**src/design/fcq_pkg.sv**
```systemverilog
// ----------------------------------------------------------------------------
// fcq_pkg
// Shared types, codes and field layout for the frame-committed event queue.
// ----------------------------------------------------------------------------
package fcq_pkg;

    // Default ring depth
    localparam int DEF_QUEUE_DEPTH = 64;

    // Field widths
    localparam int MODE_W   = 2;
    localparam int ID_W     = 8;
    localparam int KIND_W   = 3;
    localparam int COORD_W  = 16;
    localparam int FORCE_W  = 32;

    // Item word: id, kind, x, y, force from the low bit up
    localparam int ITEM_W   = ID_W + KIND_W + 2 * COORD_W + FORCE_W;
    localparam int TDATA_W  = ((ITEM_W + 7) / 8) * 8;
    localparam int S_USER_W = MODE_W;
    localparam int M_USER_W = 2;

    // Bit offsets inside the item word
    localparam int ID_LSB    = 0;
    localparam int KIND_LSB  = ID_LSB + ID_W;
    localparam int X_LSB     = KIND_LSB + KIND_W;
    localparam int Y_LSB     = X_LSB + COORD_W;
    localparam int FORCE_LSB = Y_LSB + COORD_W;

    // Operation codes carried on s_tuser
    localparam logic [MODE_W-1:0] MODE_PUSH = 2'd0;
    localparam logic [MODE_W-1:0] MODE_FLIP = 2'd1;
    localparam logic [MODE_W-1:0] MODE_POP  = 2'd2;

    // Controller states
    typedef enum logic [0:0] {
        ST_IDLE = 1'b0,
        ST_RESP = 1'b1
    } fcq_state_t;

    // Controller to datapath
    typedef struct packed {
        logic load;     // a word was taken, refresh result flags
        logic push_wr;  // write entry and advance record pointer
        logic flip;     // commit the frame
        logic pop_rd;   // read entry and advance read pointer
    } fcq_cmd_t;

    // Datapath to controller
    typedef struct packed {
        logic full;
        logic empty;
    } fcq_status_t;

endpackage

```
**src/design/fcq_dpath.sv**
```systemverilog
// ----------------------------------------------------------------------------
// fcq_dpath
// Pointers, event stores and result registers of the event queue.
// ----------------------------------------------------------------------------
module fcq_dpath
    import fcq_pkg::*;
#(
    parameter int QUEUE_DEPTH = DEF_QUEUE_DEPTH
)
(
    input  logic                aclk,
    input  logic                aresetn,
    input  logic [TDATA_W-1:0]  s_tdata,
    input  fcq_cmd_t            cmd,
    output fcq_status_t         status,
    output logic [TDATA_W-1:0]  m_tdata,
    output logic [M_USER_W-1:0] m_tuser
);

    localparam int PTR_W   = (QUEUE_DEPTH > 1) ? $clog2(QUEUE_DEPTH) : 1;
    localparam int CRD_W   = 2 * COORD_W;
    localparam int ATTR_W  = ID_W + KIND_W + FORCE_W;
    localparam logic [PTR_W-1:0] LAST_IDX = PTR_W'(QUEUE_DEPTH - 1);

    // Event stores
    logic [CRD_W-1:0]  coord_mem [QUEUE_DEPTH];
    logic [ATTR_W-1:0] attr_mem  [QUEUE_DEPTH];

    logic [PTR_W-1:0]  record_ptr_reg;
    logic [PTR_W-1:0]  commit_ptr_reg;
    logic [PTR_W-1:0]  region_ptr_reg;
    logic [PTR_W-1:0]  read_ptr_reg;
    logic [PTR_W-1:0]  record_ptr_next;
    logic [PTR_W-1:0]  read_ptr_next;

    logic [CRD_W-1:0]  coord_rd_reg;
    logic [ATTR_W-1:0] attr_rd_reg;
    logic              accepted_reg;
    logic              item_valid_reg;

    logic [CRD_W-1:0]  coord_wr;
    logic [ATTR_W-1:0] attr_wr;

    // Write words from the input item
    assign coord_wr = {s_tdata[Y_LSB +: COORD_W], s_tdata[X_LSB +: COORD_W]};
    assign attr_wr  = {s_tdata[FORCE_LSB +: FORCE_W], s_tdata[KIND_LSB +: KIND_W],
                       s_tdata[ID_LSB +: ID_W]};

    // Ring increments
    assign record_ptr_next = (record_ptr_reg == LAST_IDX) ? '0 : record_ptr_reg + 1'b1;
    assign read_ptr_next   = (read_ptr_reg == LAST_IDX) ? '0 : read_ptr_reg + 1'b1;

    // Status: full only when the previous frame still holds entries
    assign status.full  = (region_ptr_reg != commit_ptr_reg) &&
                          (record_ptr_reg == region_ptr_reg);
    assign status.empty = (read_ptr_reg == commit_ptr_reg);

    // Pointer registers
    always_ff @(posedge aclk) begin
        if (!aresetn) begin
            record_ptr_reg <= '0;
            commit_ptr_reg <= '0;
            region_ptr_reg <= '0;
            read_ptr_reg   <= '0;
            accepted_reg   <= 1'b0;
            item_valid_reg <= 1'b0;
        end else begin
            if (cmd.push_wr) begin
                record_ptr_reg <= record_ptr_next;
            end
            if (cmd.flip) begin
                commit_ptr_reg <= record_ptr_reg;
                region_ptr_reg <= commit_ptr_reg;
            end
            if (cmd.pop_rd) begin
                read_ptr_reg <= read_ptr_next;
            end
            if (cmd.load) begin
                accepted_reg   <= cmd.push_wr;
                item_valid_reg <= cmd.pop_rd;
            end
        end
    end

    // Store write port
    always_ff @(posedge aclk) begin
        if (cmd.push_wr) begin
            coord_mem[record_ptr_reg] <= coord_wr;
            attr_mem[record_ptr_reg]  <= attr_wr;
        end
    end

    // Store read port, registered
    always_ff @(posedge aclk) begin
        if (cmd.pop_rd) begin
            coord_rd_reg <= coord_mem[read_ptr_reg];
            attr_rd_reg  <= attr_mem[read_ptr_reg];
        end
    end

    // Result word; item fields read as zero unless a pop returned an entry
    always_comb begin
        m_tdata = '0;
        if (item_valid_reg) begin
            m_tdata[ID_LSB +: ID_W]       = attr_rd_reg[0 +: ID_W];
            m_tdata[KIND_LSB +: KIND_W]   = attr_rd_reg[ID_W +: KIND_W];
            m_tdata[FORCE_LSB +: FORCE_W] = attr_rd_reg[ID_W + KIND_W +: FORCE_W];
            m_tdata[X_LSB +: COORD_W]     = coord_rd_reg[0 +: COORD_W];
            m_tdata[Y_LSB +: COORD_W]     = coord_rd_reg[COORD_W +: COORD_W];
        end
    end

    assign m_tuser = {item_valid_reg, accepted_reg};

endmodule

```
**config.mk**
```make
export PLATFORM = sky130hd
export DESIGN_NAME = fcq_dpath
export DESIGN_NICKNAME = d
export VERILOG_FILES = /design/src/design/fcq_pkg.sv /design/src/design/fcq_dpath.sv
export SDC_FILE = /design/constraint.sdc
export NUM_CORES = 2
export LEC_CHECK = 0
export BUFFER_PORTS_ARGS = -buffer_cell sky130_fd_sc_hd__buf_4
export CAP_MARGIN = 25
export CORE_MARGIN = 2
export CORE_UTILIZATION = 57
export CTS_CLUSTER_SIZE = 12
export DETAILED_ROUTE_END_ITERATION = 12
export PLACE_DENSITY_LB_ADDON = 0.3
export RECOVER_POWER = 25
export SYNTH_ARGS = -nofsm -noshare
export SYNTH_HDL_FRONTEND = slang
export SYNTH_MEMORY_MAX_BITS = 65536
export SYNTH_SLANG_ARGS = --single-unit
```
**constraint.sdc**
```tcl
create_clock -name aclk -period 4.9 [get_ports aclk]
set_clock_uncertainty 0.1 [all_clocks]
set_input_delay 0.245 -clock aclk [delete_from_list [all_inputs] [get_ports aclk]]
set_output_delay 0.245 -clock aclk [all_outputs]
set_load 0.02 [all_outputs]
```
==> flow_summary.yaml <==
final_layout:
  areaGrowthSynthToFinish_pct: 12.4
  largest_register_ff_count: 2752
  nets: 8721
  postLayoutCoreUtil_pct: 64.5
  fin_cells: 13232
  final_layout_size_suffix_gt1_share_pct: 26.0
worst_setup_path:
  critical_path_class: "reg -> out"
  reg2reg_slack_ns: 1.30
  critPathLaunch: "read_ptr_reg[2]"
  crit_path_end_kind: "output pin"
  arrival_ns: 3.39
  required_ns: 4.55
  critPathMaxStageDelay_ns: 0.95
  slowest_stage: "dfxtp_4"
  startpoint_type: "register"
  rr_startpoint: "read_ptr_reg[0]"
  r2r-end: "attr_rd_reg[23]"
  cp_cell_sequence: "buf_4 -> xnor2_1 -> nand4_1 -> nor3_1 -> buf_4 -> buf_4"
  path_common_cell: "buf_4"
  worstPathMaxFanout: 37
  rr_worst_depth: 6
clocking:
  clk_path_buf_depth: 4
  cts_sinks: 4901
  hold_buffers: 84
  cts_setup_buffers: 0
  post_cts_resize_count: 0
  clk_pin_slew_worst_paths_ns: 0.06
  clock_latency_ns: 1.03
  cts_buffers: 474
  cts-root-buf: "clkbuf_16"
  cts_max_level: 5
  cts_tree: "done"
drt:
  wire_per_inst_microns: 38.4
  drtIter0Drc: 14571
  drt_first_pass_iters: 6
  antenna_left: 0
  wl_microns: 508000
  via_per_inst: 7.04
  drc: 0
  vias: 93130
floorplan:
  start_util_pct: 57.4
  dieWidth_microns: 575
  rows: 209
  dieArea_sq_um: 331000
  pin_count: 170
  core_area_sq_um: 325000
  die_y_microns: 575
synth:
  async_reset_ff_share_pct: 0
  yosysWarnings: 0
  ys_ff_latch: 4901
  ys_seq_area_share_pct: 78.9
  yosysMostFrequentCell: "edfxtp_1"
  synth_edf_count: 4875
  synth_ff_type: "edfxtp_1"
  yosys.area.top_type: "edfxtp_1"
  synth_top_cell_area_share_pct: 78.6
  syn_area_sq_um: 186000
  synthTopCellsByCount: "edfxtp_1 (4875), mux4_2 (1072), mux2i_1 (362)"
  postSynthCellCount: 8073
  synthTopCellsByArea: "edfxtp_1 (79%), mux4_2 (13%), mux2i_1 (1.9%), mux2_2 (1.1%), o221ai_1 (0.64%)"
  synth.distinct_cells: 47
  syn_area_per_cell_sq_um: 23.1
worst_hold_path:
  holdPathEnd: "record_ptr_reg[1]"
  hp-class: "in -> reg"
  hold_start: "aresetn"
  min_path_cells: 3
timing:
  hold_slack_ns: 0.121
  setup_viol: 0
  fin_crit_ns: 3.73
  rsz0062_at_grt: "false"
  slew_viol_final: 2990
  fin_crit_sh_pct: 76.2
  fmaxAchievable_mhz: 268
  setup_tns_ns: 0
  tightest_slew_ns: 2.71
  hold_viol: 0
  relSlewSlack_pct: -80.6
  fin_ws_ns: 1.17
placed_design:
  placed_cells: 12395
  pre_cts_ws_ns: 1.42
  io_buffers: 159
  place_congestion: 0.809
  dp_hpwl_microns: 258000
pwr:
  power_frac_comb_pct: 4.7
  p_per_area_nw_per_um2: 398
  swShare_pct: 20.9
  p_leak_nw: 63.5
  power_frac_seq_pct: 56.0
  ir_worst_vdd_uv: 353
  internal-power_mw: 65.8
  p_sw_mw: 17.4
  pwr-share-clk_pct: 39.3
global_route:
  grt_pass1_vias: 92253
  grt_pass1_wl_microns: 709000
  grt-ovfl-total: 0
  antenna_found_initial: 36
  grt_start_max_net_pins: 111
  grt.total_usage_pct: 30.7
outcome:
  outcome: "finished, violations left"
  violations: "max-capacitance violations, max-slew violations"
flow_run:
  drv_cap: 46
per-stage QoR:
stage,power [mW],area (sq um)
after floorplan,49.7,186000
after global placement,51.2,195000
after detailed placement,51.3,195000
after CTS,83.4,209000
after global routing,85.2,209000
final,83.2,209000
placed cells by master, fill, tap and decap left out, types with 54 or more instances in the layout:
cell type and count:
a221oi_1 75, clkbuf_1 182, mux2_2 189, o221ai_1 136, nor2_4 65, buf_4 304
a21oi_1 76, mux2i_1 362, a22oi_1 75, a31oi_1 54, o22ai_1 75, buf_12 117
edfxtp_1 4875, clkinv_1 70, dlygate4sd3_1 84, mux4_2 1072, clkbuf_16 476, and2_1 80
nand2_1 142
power by group through the flow:
| stage | registers, mW | clock network [mW] | logic, mW |
|---|---|---|---|
| after CTS | 46.5 | 32.9 | 3.98 |
| after global routing | 46.6 | 34.5 | 4.20 |
| final | 46.6 | 32.7 | 3.94 |
| after global placement | 47.4 | 0 | 3.77 |
| after floorplan | 47.3 | 0 | 2.49 |
| after detailed placement | 47.4 | 0 | 3.89 |
layout make-up:
cell class                      instances  area [sq um]
Antenna cell                           21          52.6
Clock buffer                          612         12400
Clock inverter                        117           960
Fill cell                           20333        115000
Inverter                                1          11.3
Multi-Input combinational cell       2697         37700
Sequential cell                      4901        147000
Tap cell                             4325          5410
Timing Repair Buffer                  558          5790
how the worst max path moves through the flow:
stage | endpoint | slack, ns | cells past startpoint
global route | status[0] | 1.09 | 6
global placement | attr_rd_reg[17] | 1.32 | 5
detailed placement | attr_rd_reg[23] | 1.42 | 6
CTS | status[0] | 1.20 | 6
finish | status[0] | 1.17 | 6
floorplan | attr_mem[10][0] | 0.04 | 4
routing by layer:
metal | vias up | global-route usage [%] | wire length, microns
met3 | 1243 | 6.44 | 65400
met2 | 6890 | 48.2 | 240000
met1 | 49352 | 42.5 | 177000
li1 | 35635 | - | -
met5 | - | 0 | 264
met4 | 10 | 13.3 | 25600
logic make-up after synthesis:
logic type | Yosys count | share of synthesized area (%)
other cells | 1 | 0.00201
buf+inv | 479 | 1.14
mux | 1623 | 16.1
compound gates | 681 | 2.81
simple gates | 362 | 0.938
flops | 4901 | 78.9
fa+ha+maj | 2 | 0.0134
xor+xnor | 24 | 0.113
worst max-delay path, delay by kind of cell, from the launching register on:
family        cells  cell delay [ns]
xor+xnor          1             0.18
flops             1             0.95
buf+inv           3             0.94
simple gates      2             0.29
No activity file was read; power rests on OpenSTA's default activity.
